<file path="src/sv/nfcs_pkg.sv">
// ----------------------------------------------------------------------------
// nfcs_pkg
// Shared types, codes and the bus cycle table of the NOR flash command
// sequencer.
// ----------------------------------------------------------------------------
package nfcs_pkg;

    localparam int ADDRESS_BITS = 20;
    localparam int DATA_BITS    = 16;
    localparam int STEP_BITS    = 3;
    localparam int FIFO_DEPTH   = 4;
    localparam int FIFO_AW      = $clog2(FIFO_DEPTH);

    // host command codes
    typedef enum logic [2:0] {
        CMD_READ     = 3'd0,
        CMD_PROGRAM  = 3'd1,
        CMD_ERASE    = 3'd2,
        CMD_ID_ENTRY = 3'd3,
        CMD_ID_EXIT  = 3'd4,
        CMD_POLL     = 3'd5
    } cmd_t;

    // flash bus cycle kinds
    typedef enum logic [1:0] {
        OP_WRITE  = 2'd0,
        OP_READ   = 2'd1,
        OP_RESET  = 2'd2,
        OP_STATUS = 2'd3
    } bus_op_t;

    typedef enum logic [1:0] {
        ST_NONE   = 2'd0,
        ST_DONE   = 2'd1,
        ST_REJECT = 2'd2
    } status_t;

    // configuration register indexes
    localparam logic CFG_ID_EXIT_SUPPORTED = 1'b0;
    localparam logic CFG_DEVICE_IDENTIFIED = 1'b1;

    // sequences the back end knows how to play
    typedef enum logic [3:0] {
        JOB_READ,
        JOB_PROGRAM,
        JOB_ERASE,
        JOB_ID_ENTRY,
        JOB_ID_EXIT,
        JOB_RESET,
        JOB_REJECT,
        JOB_POLL_DONE,
        JOB_POLL_READ
    } job_kind_t;

    typedef struct packed {
        job_kind_t               kind;
        logic [ADDRESS_BITS-1:0] address;
        logic [DATA_BITS-1:0]    data;
    } job_t;

    typedef struct packed {
        bus_op_t                 op;
        logic [ADDRESS_BITS-1:0] address;
        logic [DATA_BITS-1:0]    data;
        status_t                 status;
        logic                    last;
    } result_t;

    localparam logic [ADDRESS_BITS-1:0] ADDR_5555 = ADDRESS_BITS'(16'h5555);
    localparam logic [ADDRESS_BITS-1:0] ADDR_2AAA = ADDRESS_BITS'(16'h2AAA);
    localparam logic [DATA_BITS-1:0]    DATA_AA   = DATA_BITS'(8'hAA);
    localparam logic [DATA_BITS-1:0]    DATA_55   = DATA_BITS'(8'h55);
    localparam logic [DATA_BITS-1:0]    DATA_A0   = DATA_BITS'(8'hA0);
    localparam logic [DATA_BITS-1:0]    DATA_80   = DATA_BITS'(8'h80);
    localparam logic [DATA_BITS-1:0]    DATA_30   = DATA_BITS'(8'h30);
    localparam logic [DATA_BITS-1:0]    DATA_90   = DATA_BITS'(8'h90);
    localparam logic [DATA_BITS-1:0]    DATA_F0   = DATA_BITS'(8'hF0);

    // bus cycle number 'step' of a job
    function automatic result_t seq_result(
        input job_kind_t               kind,
        input logic [STEP_BITS-1:0]    step,
        input logic [ADDRESS_BITS-1:0] addr,
        input logic [DATA_BITS-1:0]    data
    );
        result_t r;
        r.op      = OP_WRITE;
        r.address = '0;
        r.data    = '0;
        r.status  = ST_NONE;
        r.last    = 1'b0;
        case (kind)
            JOB_READ, JOB_POLL_READ:
            begin
                r.op      = OP_READ;
                r.address = addr;
                r.status  = (kind == JOB_READ) ? ST_DONE : ST_NONE;
                r.last    = 1'b1;
            end
            JOB_RESET:
            begin
                r.op     = OP_RESET;
                r.status = ST_DONE;
                r.last   = 1'b1;
            end
            JOB_REJECT:
            begin
                r.op     = OP_STATUS;
                r.status = ST_REJECT;
                r.last   = 1'b1;
            end
            JOB_POLL_DONE:
            begin
                r.op     = OP_STATUS;
                r.status = ST_DONE;
                r.last   = 1'b1;
            end
            JOB_ID_ENTRY, JOB_ID_EXIT:
            begin
                case (step)
                    3'd0:
                    begin
                        r.address = ADDR_5555;
                        r.data    = DATA_AA;
                    end
                    3'd1:
                    begin
                        r.address = ADDR_2AAA;
                        r.data    = DATA_55;
                    end
                    default:
                    begin
                        r.address = ADDR_5555;
                        r.data    = (kind == JOB_ID_ENTRY) ? DATA_90 : DATA_F0;
                        r.status  = ST_DONE;
                        r.last    = 1'b1;
                    end
                endcase
            end
            JOB_PROGRAM:
            begin
                case (step)
                    3'd0:
                    begin
                        r.address = ADDR_5555;
                        r.data    = DATA_AA;
                    end
                    3'd1:
                    begin
                        r.address = ADDR_2AAA;
                        r.data    = DATA_55;
                    end
                    3'd2:
                    begin
                        r.address = ADDR_5555;
                        r.data    = DATA_A0;
                    end
                    3'd3:
                    begin
                        r.address = addr;
                        r.data    = data;
                    end
                    default:
                    begin
                        r.op      = OP_READ;
                        r.address = addr;
                        r.last    = 1'b1;
                    end
                endcase
            end
            JOB_ERASE:
            begin
                case (step)
                    3'd0, 3'd3:
                    begin
                        r.address = ADDR_5555;
                        r.data    = DATA_AA;
                    end
                    3'd1, 3'd4:
                    begin
                        r.address = ADDR_2AAA;
                        r.data    = DATA_55;
                    end
                    3'd2:
                    begin
                        r.address = ADDR_5555;
                        r.data    = DATA_80;
                    end
                    3'd5:
                    begin
                        r.address = addr;
                        r.data    = DATA_30;
                    end
                    default:
                    begin
                        r.op      = OP_READ;
                        r.address = addr;
                        r.last    = 1'b1;
                    end
                endcase
            end
            default:
            begin
                r.op   = OP_STATUS;
                r.last = 1'b1;
            end
        endcase
        return r;
    endfunction

endpackage

</file>
<file path="src/sv/nor_flash_command_sequencer_top.sv">
// ----------------------------------------------------------------------------
// nor_flash_command_sequencer_top
// Host command to parallel NOR flash bus cycle sequencer.
// ----------------------------------------------------------------------------
// The front end takes one request per clock while its four-entry job queue
// has room, and it settles the polling state at once; the back end emits
// one bus cycle per clock from the queue head unless stalled: a read, reset
// pulse, status or rejected request is one bus cycle, ID entry and ID exit
// are three, program is five and sector erase is seven, so the sustained
// rate is set by the bus cycles per request and by how fast the flash side
// takes them off the output register. A poll sample request while polling
// yields a single result that ends polling or re-reads the target address.
module nor_flash_command_sequencer_top (
    input  logic                              clk,
    input  logic                              rst_n,
    input  logic                              in_valid,
    output logic                              in_stall,
    input  logic [2:0]                        command,
    input  logic [nfcs_pkg::ADDRESS_BITS-1:0] address,
    input  logic [nfcs_pkg::DATA_BITS-1:0]    data,
    input  logic                              cfg_write,
    input  logic                              cfg_index,
    input  logic                              cfg_data,
    output logic                              out_valid,
    input  logic                              out_stall,
    output logic [1:0]                        bus_op,
    output logic [nfcs_pkg::ADDRESS_BITS-1:0] bus_address,
    output logic [nfcs_pkg::DATA_BITS-1:0]    bus_data,
    output logic [1:0]                        status,
    output logic                              last
);

    logic           queue_full;
    logic           queue_empty;
    logic           job_push;
    logic           job_pop;
    nfcs_pkg::job_t job_in;
    nfcs_pkg::job_t job_head;

    // request classification
    nfcs_front u_front (
        .clk        (clk),
        .rst_n      (rst_n),
        .in_valid   (in_valid),
        .in_stall   (in_stall),
        .command    (command),
        .address    (address),
        .data       (data),
        .cfg_write  (cfg_write),
        .cfg_index  (cfg_index),
        .cfg_data   (cfg_data),
        .queue_full (queue_full),
        .job_push   (job_push),
        .job        (job_in)
    );

    // job queue
    nfcs_fifo u_fifo (
        .clk      (clk),
        .rst_n    (rst_n),
        .push     (job_push),
        .push_job (job_in),
        .full     (queue_full),
        .pop      (job_pop),
        .empty    (queue_empty),
        .head     (job_head)
    );

    // bus cycle sequencer
    nfcs_back u_back (
        .clk         (clk),
        .rst_n       (rst_n),
        .empty       (queue_empty),
        .head        (job_head),
        .pop         (job_pop),
        .out_valid   (out_valid),
        .out_stall   (out_stall),
        .bus_op      (bus_op),
        .bus_address (bus_address),
        .bus_data    (bus_data),
        .status      (status),
        .last        (last)
    );

endmodule

</file>
<file path="src/sv/nfcs_front.sv">
// ----------------------------------------------------------------------------
// nfcs_front
// Accepts host requests, tracks the polling state and turns a request into
// a job for the back end when it calls for one.
// ----------------------------------------------------------------------------
module nfcs_front (
    input  logic                             clk,
    input  logic                             rst_n,
    input  logic                             in_valid,
    output logic                             in_stall,
    input  logic [2:0]                       command,
    input  logic [nfcs_pkg::ADDRESS_BITS-1:0] address,
    input  logic [nfcs_pkg::DATA_BITS-1:0]    data,
    input  logic                             cfg_write,
    input  logic                             cfg_index,
    input  logic                             cfg_data,
    input  logic                             queue_full,
    output logic                             job_push,
    output nfcs_pkg::job_t                   job
);

    logic                              id_exit_supported_reg;
    logic                              device_identified_reg;
    logic                              poll_active_reg;
    logic                              poll_active_next;
    logic                              expected_dq7_reg;
    logic                              expected_dq7_next;
    logic [nfcs_pkg::ADDRESS_BITS-1:0] poll_address_reg;
    logic [nfcs_pkg::ADDRESS_BITS-1:0] poll_address_next;
    logic                              accept;
    logic                              has_job;

    assign in_stall = queue_full;
    assign accept   = in_valid && !queue_full;
    assign job_push = accept && has_job;

    // classify the request against the current polling state
    always_comb
    begin
        has_job           = 1'b0;
        job.kind          = nfcs_pkg::JOB_READ;
        job.address       = address;
        job.data          = data;
        poll_active_next  = poll_active_reg;
        expected_dq7_next = expected_dq7_reg;
        poll_address_next = poll_address_reg;
        if (command == nfcs_pkg::CMD_POLL)
        begin
            if (poll_active_reg)
            begin
                has_job     = 1'b1;
                job.address = poll_address_reg;
                if (data[7] == expected_dq7_reg)
                begin
                    job.kind         = nfcs_pkg::JOB_POLL_DONE;
                    poll_active_next = 1'b0;
                end
                else
                begin
                    job.kind = nfcs_pkg::JOB_POLL_READ;
                end
            end
        end
        else if (command inside {nfcs_pkg::CMD_READ, nfcs_pkg::CMD_PROGRAM,
                                 nfcs_pkg::CMD_ERASE, nfcs_pkg::CMD_ID_ENTRY,
                                 nfcs_pkg::CMD_ID_EXIT})
        begin
            if (poll_active_reg)
            begin
                has_job  = 1'b1;
                job.kind = nfcs_pkg::JOB_REJECT;
            end
            else
            begin
                case (command)
                    nfcs_pkg::CMD_READ:
                    begin
                        has_job  = 1'b1;
                        job.kind = nfcs_pkg::JOB_READ;
                    end
                    nfcs_pkg::CMD_PROGRAM:
                    begin
                        has_job           = 1'b1;
                        job.kind          = nfcs_pkg::JOB_PROGRAM;
                        poll_active_next  = 1'b1;
                        expected_dq7_next = data[7];
                        poll_address_next = address;
                    end
                    nfcs_pkg::CMD_ERASE:
                    begin
                        has_job           = 1'b1;
                        job.kind          = nfcs_pkg::JOB_ERASE;
                        poll_active_next  = 1'b1;
                        expected_dq7_next = 1'b1;
                        poll_address_next = address;
                    end
                    nfcs_pkg::CMD_ID_ENTRY:
                    begin
                        has_job  = 1'b1;
                        job.kind = nfcs_pkg::JOB_ID_ENTRY;
                    end
                    default:
                    begin
                        has_job  = device_identified_reg;
                        job.kind = id_exit_supported_reg ? nfcs_pkg::JOB_ID_EXIT
                                                         : nfcs_pkg::JOB_RESET;
                    end
                endcase
            end
        end
    end

    // polling state, updated only on accepted requests
    always_ff @(posedge clk or negedge rst_n)
    begin
        if (!rst_n)
        begin
            poll_active_reg  <= 1'b0;
            expected_dq7_reg <= 1'b0;
            poll_address_reg <= '0;
        end
        else if (accept)
        begin
            poll_active_reg  <= poll_active_next;
            expected_dq7_reg <= expected_dq7_next;
            poll_address_reg <= poll_address_next;
        end
    end

    // configuration registers
    always_ff @(posedge clk or negedge rst_n)
    begin
        if (!rst_n)
        begin
            id_exit_supported_reg <= 1'b0;
            device_identified_reg <= 1'b0;
        end
        else if (cfg_write)
        begin
            if (cfg_index == nfcs_pkg::CFG_ID_EXIT_SUPPORTED)
            begin
                id_exit_supported_reg <= cfg_data;
            end
            else
            begin
                device_identified_reg <= cfg_data;
            end
        end
    end

endmodule

</file>
<file path="src/sv/nfcs_fifo.sv">
// ----------------------------------------------------------------------------
// nfcs_fifo
// Short job queue between the front end and the bus cycle sequencer.
// ----------------------------------------------------------------------------
module nfcs_fifo (
    input  logic           clk,
    input  logic           rst_n,
    input  logic           push,
    input  nfcs_pkg::job_t push_job,
    output logic           full,
    input  logic           pop,
    output logic           empty,
    output nfcs_pkg::job_t head
);

    nfcs_pkg::job_t                 mem_reg [nfcs_pkg::FIFO_DEPTH];
    logic [nfcs_pkg::FIFO_AW-1:0]   wr_ptr_reg;
    logic [nfcs_pkg::FIFO_AW-1:0]   rd_ptr_reg;
    logic [nfcs_pkg::FIFO_AW:0]     count_reg;
    logic [nfcs_pkg::FIFO_AW:0]     count_next;

    assign full  = (count_reg == (nfcs_pkg::FIFO_AW + 1)'(nfcs_pkg::FIFO_DEPTH));
    assign empty = (count_reg == '0);
    assign head  = mem_reg[rd_ptr_reg];

    // occupancy
    always_comb
    begin
        count_next = count_reg;
        if (push && !pop)
        begin
            count_next = count_reg + 1'b1;
        end
        else if (pop && !push)
        begin
            count_next = count_reg - 1'b1;
        end
    end

    // pointers
    always_ff @(posedge clk or negedge rst_n)
    begin
        if (!rst_n)
        begin
            wr_ptr_reg <= '0;
            rd_ptr_reg <= '0;
            count_reg  <= '0;
        end
        else
        begin
            count_reg <= count_next;
            if (push)
            begin
                wr_ptr_reg <= wr_ptr_reg + 1'b1;
            end
            if (pop)
            begin
                rd_ptr_reg <= rd_ptr_reg + 1'b1;
            end
        end
    end

    // storage
    always_ff @(posedge clk)
    begin
        if (push)
        begin
            mem_reg[wr_ptr_reg] <= push_job;
        end
    end

endmodule

</file>
<file path="src/sv/nfcs_back.sv">
// ----------------------------------------------------------------------------
// nfcs_back
// Plays the job at the queue head as flash bus cycles into an output register,
// one per clock while that register is not stalled.
// ----------------------------------------------------------------------------
module nfcs_back (
    input  logic                              clk,
    input  logic                              rst_n,
    input  logic                              empty,
    input  nfcs_pkg::job_t                    head,
    output logic                              pop,
    output logic                              out_valid,
    input  logic                              out_stall,
    output logic [1:0]                        bus_op,
    output logic [nfcs_pkg::ADDRESS_BITS-1:0] bus_address,
    output logic [nfcs_pkg::DATA_BITS-1:0]    bus_data,
    output logic [1:0]                        status,
    output logic                              last
);

    logic [nfcs_pkg::STEP_BITS-1:0] step_reg;
    logic [nfcs_pkg::STEP_BITS-1:0] step_next;
    logic                           out_valid_reg;
    logic                           out_valid_next;
    nfcs_pkg::result_t              res;
    nfcs_pkg::result_t              out_reg;
    logic                           load;

    assign res  = nfcs_pkg::seq_result(head.kind, step_reg, head.address, head.data);
    assign load = !empty && (!out_valid_reg || !out_stall);
    assign pop  = load && res.last;

    // step counter and output valid
    always_comb
    begin
        step_next      = step_reg;
        out_valid_next = out_valid_reg && out_stall;
        if (load)
        begin
            out_valid_next = 1'b1;
            step_next      = res.last ? '0 : step_reg + 1'b1;
        end
    end

    always_ff @(posedge clk or negedge rst_n)
    begin
        if (!rst_n)
        begin
            step_reg      <= '0;
            out_valid_reg <= 1'b0;
        end
        else
        begin
            step_reg      <= step_next;
            out_valid_reg <= out_valid_next;
        end
    end

    // output payload register
    always_ff @(posedge clk)
    begin
        if (load)
        begin
            out_reg <= res;
        end
    end

    assign out_valid   = out_valid_reg;
    assign bus_op      = out_reg.op;
    assign bus_address = out_reg.address;
    assign bus_data    = out_reg.data;
    assign status      = out_reg.status;
    assign last        = out_reg.last;

endmodule
</file>
<file path="config.mk">
export PLATFORM = sky130hd
export DESIGN_NAME = nor_flash_command_sequencer_top
export DESIGN_NICKNAME = d
export VERILOG_FILES = /design/src/sv/nfcs_pkg.sv /design/src/sv/nor_flash_command_sequencer_top.sv /design/src/sv/nfcs_front.sv /design/src/sv/nfcs_fifo.sv /design/src/sv/nfcs_back.sv
export SDC_FILE = /design/constraint.sdc
export NUM_CORES = 1
export LEC_CHECK = 0
export ABC_CLOCK_PERIOD_IN_PS = 3600
export BUFFER_PORTS_ARGS = -buffer_cell sky130_fd_sc_hd__buf_2
export CAP_MARGIN = 20
export CORE_ASPECT_RATIO = 0.6
export CORE_MARGIN = 2
export CORE_UTILIZATION = 55
export CTS_BUF_LIST = sky130_fd_sc_hd__clkbuf_8
export DETAILED_ROUTE_END_ITERATION = 6
export MAX_ROUTING_LAYER = met4
export PLACE_DENSITY = 0.74
export SETUP_SLACK_MARGIN = 0.1
export SKIP_LAST_GASP = 1
export SYNTH_ARGS = -nofsm -noshare
export SYNTH_HDL_FRONTEND = slang
export SYNTH_HIERARCHICAL = 1
export SYNTH_SLANG_ARGS = --single-unit
</file>
<file path="constraint.sdc">
create_clock -name clk -period 3.6 [get_ports clk]
set_input_delay 0 -clock clk [delete_from_list [all_inputs] [get_ports clk]]
set_output_delay 0 -clock clk [all_outputs]
set_load 0.01 [all_outputs]
</file>
After elaboration in Yosys (flattened, before gate mapping):

Memories as Yosys holds them, arrays and structs flattened.
Cells that the tools add are included.

* add/sub/neg operators: 5
* equal/unequal tests: 20
* multiplexer cells: 43
* bitwise operators: 3
* reduce and logical (&&, ||, !) cells: 39

Operators by type and width (number)
* 20-bit case mux with 2 select lines: 2
* 20-bit case mux with 4 select lines: 1
* 16-bit case mux with 4 select lines: 1
* 31-bit case mux with 2 select lines: 1
* 16-bit case mux with 3 select lines: 1
* 8-bit case mux with 4 select lines: 1
* 24-bit 2-to-1 mux: 1
* 1-bit 2-to-1 mux: 20
* 20-bit 2-to-1 mux: 1
* 4-bit by 3-bit == test with 1-bit output, second input constant: 4
* 4-bit 2-to-1 mux: 4
* 4-bit case mux with 4 select lines: 1
* 2-bit OR reduction: 8
* 3-bit == test, second input constant: 5
* 3-bit by 2-bit == test with 1-bit output, second input constant: 4
* 2-bit case mux with 5 select lines: 1
* 5-bit AND reduction: 2
* 3-bit logical NOT: 3
* 3-bit 2-to-1 mux: 3
* 4-bit by 2-bit == test with 1-bit output, second input constant: 2
* 2-bit case mux with 4 select lines: 1
* 4-bit OR reduction: 2
* 1-bit logical AND: 7
* 7-bit 2-to-1 mux: 1
* other kinds (19): 33

* register bits after elaboration: 76
* RAM bits: 160
* logic and storage cells: 126
* memories: 1

Memory list
* u_fifo.mem_reg: words 4, bits a word 40, read ports 1, clocked after memory_dff 0, wr ports 1, line nfcs_fifo.sv:16 `nfcs_pkg::job_t mem_reg [nfcs_pkg::FIFO_DEPTH];`

Longest topological paths before layout:

Gate-level depths: netlist (run 1).

* depth after elaboration: 11
* mapped depth: 15
* gate-level depth less buffers: 13

By module:

The synthesis (run 1) kept the hierarchy.

By module, submodules not included
* nfcs_fifo: instances 1, cells each 244, area an instance 6218.5 sq um
* nfcs_back: instances 1, cells each 223, area an instance 2468.6 sq um
* nfcs_front: instances 1, cells each 118, area an instance 1511.4 sq um

Worst setup path before layout (run 1):

Ideal clock, no wire load.

* path kind: reg2reg
* start point: register u_fifo/rd_ptr_reg[0] (netlist name)
* end point: register u_fifo/count_reg[1] (netlist name)
* library setup time: 0.125 ns
* data arrival time: 3.294 ns
* setup slack: 0.182 ns
* stages on the path, launching flop included: 13
* period minus slack after synthesis: 3.418 ns
* path through: dfrtp_1 buf_6 buf_12 mux4_2 or4b_4 o32ai_2 a21o_2 o21a_1 inv_1 ha_1 inv_1 fa_1 mux2_2

RTL lines
* from (decl): line nfcs_fifo.sv:18 `logic [nfcs_pkg::FIFO_AW-1:0] rd_ptr_reg;`
* from (signal assigned): line nfcs_fifo.sv:58 `rd_ptr_reg <= rd_ptr_reg + 1'b1;`
* to (signal assigned): line nfcs_fifo.sv:51 `count_reg <= count_next;`
* to (decl): line nfcs_fifo.sv:19 `logic [nfcs_pkg::FIFO_AW:0] count_reg;`

==> out/results.tsv, run 1 <==
stage	metric	value	unit
route	1st-pass router iterations	5	
finish	# nets final	798	
global_route	vias in the first global route	5960	
placement	Setup WS pre-CTS	0.1580	ns
route	Avg Vias per Cell	5.817	
pwr	power density cells	790.6	nW/um^2
synth	simple-gate share of the synthesized area	5.631	%
global_route	initial antenna violation count	0	
setup_path	Top delay family on crit path	adder cells	
clock_network	number of CTS-inserted buffers	35	
floorplan	core area	18110	um^2
synth	Synth Register Bits	236	
sta	Achievable Freq	294.8	MHz
min_path	hold_sp	in_valid	
sta	Final Hold Fails	0	
synth	Compound-Gate Fraction of Synth Area	5.889	%
setup_path	Worst Path Buf+Inv	3	
setup_path	CP startpoint kind	flip-flop	
synth	largest family of logic cells by synthesized area	multiplexers	
finish	register area	6913	um^2
sta	RSZ-0062 raised after global routing	yes	
route	WL per Instance	21.40	um
finish	share of cells above drive strength 1	35.38	%
placement	HPWL after detailed placement	12.74	mm
clock_network	clock root cell	clkbuf_8	
sta	Max transition margin	37.02	%
synth	mux cell area share after synthesis	14.45	%
setup_path	CP Max Fanout	6	
synth	syn avg cell area	17.43	um^2
finish	number of antenna diodes	0	
clock_network	H-tree depth	2	
pwr	Lkg Pwr	4.510	nW
status	status	completed	
setup_path	Critical Path RT	4.01	ns
finish	Fill cells	1235	
clock_network	Worst-Skew Late Latency	0.51	ns
floorplan	Starting Density	56.30	%
clock_network	TritonCTS clock tree	done	
clock_network	CTS max path bufs	3	
pwr	Peak VDD IR	0.4911	mV
finish	commonest non-fill, non-tap cell in the layout	edfxtp_1	
finish	most frequent cells in the layout	edfxtp_1, buf_2, dlygate4sd3_1	
synth	ys flop type	edfxtp_1	
route	via count	5852	
synth	synth unique cells	62	
min_path	Hold EP	u_fifo/wr_ptr_reg[0]	
pwr	Logic pwr share	34.1	%
setup_path	critical path launch point	u_fifo/rd_ptr_reg[0]	
setup_path	worst r2r path cells	13	
synth	Post-synth EDFFs	201	
global_route	largest net degree at the start of global routing	45	
setup_path	FF-to-FF Start	u_fifo/rd_ptr_reg[0]	
min_path	WHS Path Cells	4	
synth	Ys Warns	6	
synth	asr flop ratio synth	14.83	%
floorplan	DIE AREA	19680	um^2
sta	Hold Slack	0.1138	ns
global_route	overall routing resource usage	23.22	%
sta	skew final	0.02114	ns
pwr	P_int	0.006453	W
global_route	GRT overflow	0	
route	DRT iter0 DRCs	633	
setup_path	Crit Path Class	reg2reg	
setup_path	WP data arrival	3.80	ns
synth	post-synthesis xor/xnor area fraction	0.7729	%
global_route	global-route wire length before repair	33.31	mm
synth	adder-cell share of the synthesized area	1.669	%
floorplan	row cnt	38	
route	Final ANT Viol Nets	0	
route	DRC Markers	0	
sta	final worst setup slack	0.2078	ns
setup_path	R2R Setup Slk	0.21	ns
synth	Syn Nets	644	
synth	Synth Cell Area	10200	um^2
clock_network	Clock Sinks	236	
pwr	total power	0.009491	W
sta	min Tclk post-route	3.392	ns
pwr	sequential group share of total power	42.6	%
sta	Setup TNS Final	0	ns
floorplan	Boundary Pins	89	
floorplan	die height	109.5	um
setup_path	crit path cell chain	mux4_2, buf_6, or3b_4, o21bai_1, o31a_2, o21a_1, inv_1, ha_2, inv_1, fa_1, xor2_1, nor2_1, xor2_1	
finish	Core Util, Final	66.27	%
setup_path	Worst setup EP type	flip-flop	
placement	GP Congestion	0.9446	
sta	final setup fails	0	
min_path	Hold Path Class	in2reg	
route	Routed WL	21.53	mm
setup_path	R2R Path End	u_fifo/count_reg[2]	
finish	multi-input logic area	2908	um^2
placement	port buffer count	88	
setup_path	largest stage delay on the critical path	0.56	ns
clock_network	Reg clk slew, reported paths	0.07	ns
pwr	Net Sw Frac	32.01	%
finish	max reg flops	160	
pwr	switching pwr	0.003038	W
sta	worst slew pin tran	0.9448	ns
synth	post-synthesis sequential area ratio	67.77	%
floorplan	die width	179.8	um
synth	cells after synthesis	585	
pwr	Clk pwr share	23.3	%
setup_path	Max stage delay cell, worst path	mux4_2	
sta	fin crit share	94.23	%
job	max cap viols	0	
sta	final-report max-slew violation count	0	
finish	Layout area overhead	17.72	%
## metal layers
layer	GRT usage [%]	part of all wire, %	routed length, um
met5	-	0	0
met4	5.285	1.2	267
met3	4.439	7.9	1691
met2	36.21	46	9949
met1	32.43	45	9623
## layout make-up
| type | count | share of cell area (%) |
|---|---|---|
| multi-input cells | 294 | 24.22 |
| well taps | 240 | 2.501 |
| repair buffers | 161 | 9.286 |
| clock inverters | 22 | 1.251 |
| clock buffers | 42 | 4.815 |
| flip-flops and latches | 236 | 57.58 |
| inverters | 11 | 0.3439 |
## Yosys cell counts (all sizes together) (7+ instances only)
cell	instances	area (um^2)
mux4	40	908.4
a21oi	20	111.4
ha	12	150.1
nand2b	12	75.07
nor2	27	101.4
inv	11	41.29
edfxtp	201	6036
o21bai	7	52.55
mux2	43	555.5
and3	9	56.30
o21ai	16	83.83
buf	38	325.3
dfrtp	35	875.8
nand2	19	71.32
nor3	8	40.04
o211ai	11	82.58
## stage by stage
step / instances / area, um^2
after floorplan: 585 / 10200
after global placement: 887 / 10730
after detailed placement: 887 / 10730
after CTS: 998 / 11930
after global routing: 1006 / 12010
final: 1006 / 12010
## worst max path at each step
stage,slack [ns],endpoint,cells after the start
after global placement,0.24,u_fifo/count_reg[2],13
after detailed placement,0.16,u_fifo/count_reg[2],13
after floorplan,0.18,u_fifo/count_reg[1],12
final,0.21,u_fifo/count_reg[2],13
after CTS,0.11,u_fifo/count_reg[2],13
after global routing,0.07,u_fifo/count_reg[2],13
## cells by family after synthesis
| kind of cell | Yosys count |
|---|---|
| flip-flops | 236 |
| AND/OR/NAND/NOR | 103 |
| AO/OA/AOI/OAI | 85 |
| multiplexers | 84 |
| buffers and inverters | 55 |
| adder cells (fa/ha/maj) | 13 |
| XOR/XNOR | 9 |
## worst min-delay path, delay by kind of cell
kind / cells / cell delay (ns)
xor gates and xnor gates: 1 / 0.18
AOI/OAI and AO/OA: 1 / 0.16
and+or+nand+nor: 1 / 0.13
buffers and inverters: 1 / 0.10
## what timing repair did
action / CTS / global route
setup buffers: 1 / 8
hold buffers: 46 / 0
pin swaps: 0 / 4
setup endpoints to repair: 1 / 2
hold endpoints to repair: 217 / 0
gates resized for setup: 0 / 5
## power groups by stage
stage / Combinational (W) / Clock [W] / Sequential (W)
CTS: 0.00311 / 0.00227 / 0.00404
detailed placement: 0.00303 / 0 / 0.00409
global placement: 0.00295 / 0 / 0.00404
global route: 0.00351 / 0.00240 / 0.00411
finish: 0.00324 / 0.00221 / 0.00404
floorplan: 0.00221 / 0 / 0.00409
Power figures use the tool's default switching activity.
==> run 2, diff against run 1 <==
--- a/config.mk
+++ b/config.mk
@@ -10,11 +10,11 @@
 export CAP_MARGIN = 20
 export CORE_ASPECT_RATIO = 0.6
 export CORE_MARGIN = 2
-export CORE_UTILIZATION = 55
+export CORE_UTILIZATION = 40
 export CTS_BUF_LIST = sky130_fd_sc_hd__clkbuf_8
 export DETAILED_ROUTE_END_ITERATION = 6
 export MAX_ROUTING_LAYER = met4
-export PLACE_DENSITY = 0.74
+export PLACE_DENSITY = 0.56
 export SETUP_SLACK_MARGIN = 0.1
 export SKIP_LAST_GASP = 1
 export SYNTH_ARGS = -nofsm -noshare
==> out/results.tsv, run 2 (same netlist as run 1, synthesis figures left out) <==
stage	metric	value	unit
global_route	GRT overflow	0	
sta	Setup TNS Final	0	ns
global_route	largest net degree at the start of global routing	45	
finish	number of antenna diodes	0	
setup_path	Top delay family on crit path	multiplexers	
route	1st-pass router iterations	7	
finish	commonest non-fill, non-tap cell in the layout	edfxtp_1	
setup_path	WP data arrival	3.78	ns
finish	most frequent cells in the layout	edfxtp_1, buf_2, dlygate4sd3_1	
min_path	Hold Path Class	in2reg	
finish	Core Util, Final	48.54	%
finish	max reg flops	160	
clock_network	Clock Sinks	236	
setup_path	Critical Path RT	4.02	ns
sta	final worst setup slack	0.2367	ns
clock_network	CTS max path bufs	3	
setup_path	Worst setup EP type	flip-flop	
floorplan	die height	127.7	um
floorplan	row cnt	45	
route	DRT iter0 DRCs	431	
clock_network	Reg clk slew, reported paths	0.07	ns
finish	register area	6913	um^2
placement	port buffer count	88	
sta	Max transition margin	35.32	%
finish	# nets final	802	
pwr	power density cells	802.2	nW/um^2
setup_path	Max stage delay cell, worst path	or4b_4	
route	Avg Vias per Cell	5.214	
floorplan	DIE AREA	26830	um^2
finish	Final Non-Filler Cells	1102	
pwr	Lkg Pwr	4.562	nW
floorplan	core area	25170	um^2
floorplan	Boundary Pins	89	
global_route	overall routing resource usage	17.67	%
finish	multi-input logic area	2903	um^2
setup_path	CP startpoint kind	flip-flop	
sta	RSZ-0062 raised after global routing	no	
setup_path	Worst Path Buf+Inv	2	
pwr	Peak VDD IR	0.3797	mV
clock_network	Worst-Skew Late Latency	0.55	ns
clock_network	H-tree depth	2	
finish	Fill cells	2116	
placement	Placed Area	10880	um^2
job	max cap viols	0	
clock_network	clock root cell	clkbuf_8	
sta	fin crit share	93.43	%
route	via count	5746	
sta	worst slew pin tran	0.9702	ns
clock_network	TritonCTS clock tree	done	
sta	skew final	0.03050	ns
global_route	vias in the first global route	5945	
setup_path	R2R Setup Slk	0.24	ns
clock_network	number of CTS-inserted buffers	38	
floorplan	die width	210.1	um
global_route	global-route wire length before repair	34.28	mm
setup_path	Crit Path Class	reg2reg	
setup_path	CP most frequent cell	inv_1	
route	DRC Markers	0	
route	WL per Instance	20.32	um
finish	share of cells above drive strength 1	35.19	%
setup_path	largest stage delay on the critical path	0.59	ns
placement	Placed Cells	981	
sta	Achievable Freq	297.3	MHz
route	Routed WL	22.40	mm
route	Final ANT Viol Nets	0	
global_route	initial antenna violation count	0	
setup_path	CP Max Fanout	7	
sta	final setup fails	0	
finish	post-route cell area	12220	um^2
sta	Final Hold Fails	0	
setup_path	crit path cell chain	mux4_2, or4b_4, o32ai_2, a21o_2, o21a_1, inv_1, ha_1, inv_1, fa_1, mux2_2	
finish	Layout area overhead	19.79	%
placement	HPWL after detailed placement	13.72	mm
sta	final-report max-slew violation count	0	
placement	Setup WS pre-CTS	0.08162	ns
floorplan	Starting Density	40.52	%
placement	GP Congestion	0.8620	
sta	min Tclk post-route	3.363	ns
status	status	completed	
-- run 2: power by group --
group / total (W) / switching [W] / internal (W) / leakage [nW]
logic: 0.00322 / 0.00178 / 0.00145 / 1.82
registers: 0.00403 / 0.000272 / 0.00376 / 2.29
clock network: 0.00254 / 0.00108 / 0.00146 / 0.457
-- run 2: through the flow --
step | power, W | hold slack [ns]
after global placement | 0.007118 | 0.1744
after CTS | 0.009885 | 0.02241
after floorplan | 0.006301 | -0.2956
final | 0.009800 | 0.03702
after detailed placement | 0.007218 | 0.1945
after global routing | 0.01037 | 0.06126
-- run 2: worst min-delay path: stages --
cell and delay (ns):
buf_2 0.09, nand2b_1 0.13, a21oi_1 0.15, nand2_1 0.08, o21ai_0 0.06
-- run 2: path summary, 6_finish.rpt --
check,start,to,cells after the start
min in group asynchronous,rst_n,u_front/poll_address_reg[7],2
min,in_valid,u_fifo/wr_ptr_reg[1],5
max reg2reg,u_fifo/rd_ptr_reg[0],u_fifo/count_reg[1],10
min reg2reg,u_fifo/count_reg[2],u_fifo/count_reg[2],1
max in group asynchronous,rst_n,u_fifo/rd_ptr_reg[0],2
max,u_fifo/rd_ptr_reg[0],u_fifo/count_reg[1],10
-- run 2: cell type report --
cell class / count / area share (%)
sequential: 236 / 56.59
inverter: 11 / 0.3380
timing repair buffer: 162 / 9.095
tap: 329 / 3.370
multi-input combinational: 294 / 23.76
clock buffer: 39 / 4.394
clock inverter: 31 / 2.458
-- run 2: metal layers --
metal,up-vias,global-route usage [%],part of all wire [%]
li1,2601,-,-
met1,2933,24.85,49
met2,169,26.22,45
met3,43,3.797,4.9
met4,0,4.756,1.7
met5,-,-,0
-- run 2: repair_timing --
item / in CTS / in global routing
gates cloned: 0 / 0
endpoints found under the setup margin: 1 / 1
hold buffers: 46 / 0
pin swaps: 1 / 1
endpoints found under the hold margin: 215 / 0
resized for setup: 0 / 0
buffers inserted: 3 / 2
==> run 3, diff against run 2 <==
--- a/config.mk
+++ b/config.mk
@@ -5,16 +5,17 @@
 export SDC_FILE = /design/constraint.sdc
 export NUM_CORES = 1
 export LEC_CHECK = 0
-export ABC_CLOCK_PERIOD_IN_PS = 3600
+export ABC_CLOCK_PERIOD_IN_PS = 3300
 export BUFFER_PORTS_ARGS = -buffer_cell sky130_fd_sc_hd__buf_2
 export CAP_MARGIN = 20
 export CORE_ASPECT_RATIO = 0.6
 export CORE_MARGIN = 2
 export CORE_UTILIZATION = 40
 export CTS_BUF_LIST = sky130_fd_sc_hd__clkbuf_8
+export CTS_CLUSTER_SIZE = 24
 export DETAILED_ROUTE_END_ITERATION = 6
 export MAX_ROUTING_LAYER = met4
-export PLACE_DENSITY = 0.56
+export PLACE_DENSITY = 0.54
 export SETUP_SLACK_MARGIN = 0.1
 export SKIP_LAST_GASP = 1
 export SYNTH_ARGS = -nofsm -noshare
==> constraint.sdc (replaced) <==
create_clock -name clk -period 3.3 [get_ports clk]
set_input_delay 0 -clock clk [delete_from_list [all_inputs] [get_ports clk]]
set_output_delay 0 -clock clk [all_outputs]
set_load 0.01 [all_outputs]
==> out/results.tsv, run 3 (same netlist as run 1, synthesis figures left out) <==
stage	metric	value	unit
clock_network	number of CTS-inserted buffers	36	
pwr	power density cells	838.7	nW/um^2
placement	Placed Area	11010	um^2
setup_path	FF-to-FF Start	u_fifo/rd_ptr_reg[0]	
setup_path	R2R Path End	u_fifo/count_reg[1]	
clock_network	Clock Sinks	236	
finish	Fill cells	2144	
sta	Setup TNS Final	0	ns
global_route	largest net degree at the start of global routing	45	
clock_network	TritonCTS clock tree	done	
sta	worst slew pin tran	0.6880	ns
setup_path	worst r2r path cells	10	
route	1st-pass router iterations	5	
setup_path	CP Max Fanout	7	
route	DRT iter0 DRCs	349	
clock_network	clock root cell	clkbuf_8	
sta	Max transition margin	54.14	%
placement	port buffer count	88	
global_route	initial antenna violation count	0	
job	max cap viols	0	
setup_path	Critical Path RT	3.71	ns
finish	# nets final	815	
finish	post-route cell area	12200	um^2
route	Avg Vias per Cell	5.229	
clock_network	Worst-Skew Late Latency	0.54	ns
floorplan	die height	127.7	um
floorplan	die width	210.1	um
finish	max reg flops	160	
sta	Final Hold Fails	0	
global_route	vias in the first global route	6046	
global_route	overall routing resource usage	17.91	%
min_path	Hold Path Class	in2async	
finish	multi-input logic area	2908	um^2
pwr	Lkg Pwr	4.564	nW
setup_path	R2R Setup Slk	0.16	ns
floorplan	DIE AREA	26830	um^2
placement	GP Congestion	0.8795	
setup_path	Crit Path Class	reg2reg	
finish	commonest non-fill, non-tap cell in the layout	edfxtp_1	
setup_path	CP startpoint kind	flip-flop	
sta	final setup fails	0	
floorplan	core area	25170	um^2
clock_network	Reg clk slew, reported paths	0.07	ns
setup_path	WP data arrival	3.55	ns
sta	skew final	0.02138	ns
finish	Layout area overhead	19.67	%
finish	number of antenna diodes	0	
sta	RSZ-0062 raised after global routing	yes	
sta	min Tclk post-route	3.140	ns
finish	most frequent cells in the layout	edfxtp_1, buf_2, dlygate4sd3_1	
route	via count	5809	
route	Routed WL	22.56	mm
floorplan	Starting Density	40.52	%
sta	Achievable Freq	318.4	MHz
sta	final-report max-slew violation count	0	
setup_path	Worst setup EP type	flip-flop	
finish	share of cells above drive strength 1	36.19	%
route	WL per Instance	20.31	um
clock_network	CTS max path bufs	3	
pwr	Peak VDD IR	0.4025	mV
route	Final ANT Viol Nets	0	
clock_network	H-tree depth	2	
sta	fin crit share	95.16	%
sta	Hold Slack	0.03619	ns
floorplan	row cnt	45	
status	status	completed	
route	DRC Markers	0	
placement	HPWL after detailed placement	14.16	mm
finish	register area	6913	um^2
global_route	GRT overflow	0	
floorplan	Boundary Pins	89	
global_route	global-route wire length before repair	34.85	mm
==> run 3: report_power, final <==
group	switching [W]	internal [W]	leakage (nW)	total [W]
logic	0.00197	0.00169	1.90	0.00366
clock network	0.00110	0.00110	0.378	0.00220
registers	0.000285	0.00410	2.29	0.00438
==> run 3: final cells by class <==
class	instances	share of cell area [%]
Sequential cell	236	56.64
Multi-Input combinational cell	294	23.83
Timing Repair Buffer	177	10.51
Clock buffer	39	4.398
Tap cell	329	3.373
Clock inverter	25	0.9124
Inverter	11	0.3383
==> run 3: worst max-delay path: stages, from the launching register on <==
cell and delay (ns):
dfrtp_2 0.46, mux4_2 0.56, or4b_4 0.55, o32ai_2 0.20, a21o_2 0.17, o21a_1 0.13, inv_1 0.05, ha_2 0.17
inv_2 0.06, fa_2 0.41, mux2_2 0.26
==> run 3: per-stage QoR <==
stage               setup slack (ns)  total power [W]  util [%]  std cells
floorplan                   -0.07568         0.006883         -        585
global placement             0.05975         0.007924     43.74        991
detailed placement           0.01965         0.007973     43.74        991
CTS                           0.1042          0.01036     48.41       1109
global route                 0.04024          0.01085     48.49       1111
finish                        0.1597          0.01024     48.49       1111
==> run 3: timing repair <==
action,CTS,global route
setup buffers,6,2
hold buffers,48,0
cloned,0,0
pin swaps,5,5
setup endpoints to repair,2,2
gates resized for setup,3,2
hold endpoints to repair,217,0
==> run 3: worst max path at each step <==
stage / from / end / slack (ns)
after floorplan: u_fifo/rd_ptr_reg[0] / u_fifo/count_reg[2] / -0.08
after global placement: u_fifo/rd_ptr_reg[0] / u_fifo/count_reg[1] / 0.06
after detailed placement: u_fifo/rd_ptr_reg[0] / u_fifo/count_reg[1] / 0.02
after CTS: u_fifo/rd_ptr_reg[0] / u_fifo/count_reg[1] / 0.10
after global routing: u_fifo/rd_ptr_reg[0] / u_fifo/count_reg[2] / 0.04
final: u_fifo/rd_ptr_reg[0] / u_fifo/count_reg[1] / 0.16
==> run 3: routing by layer <==
metal	vias to the layer above	track usage, %	wire (um)
met5	-	-	0
met3	28	3.601	1153
met4	0	4.756	306
met1	2995	25.87	11060
li1	2633	-	-
met2	153	26.04	10040
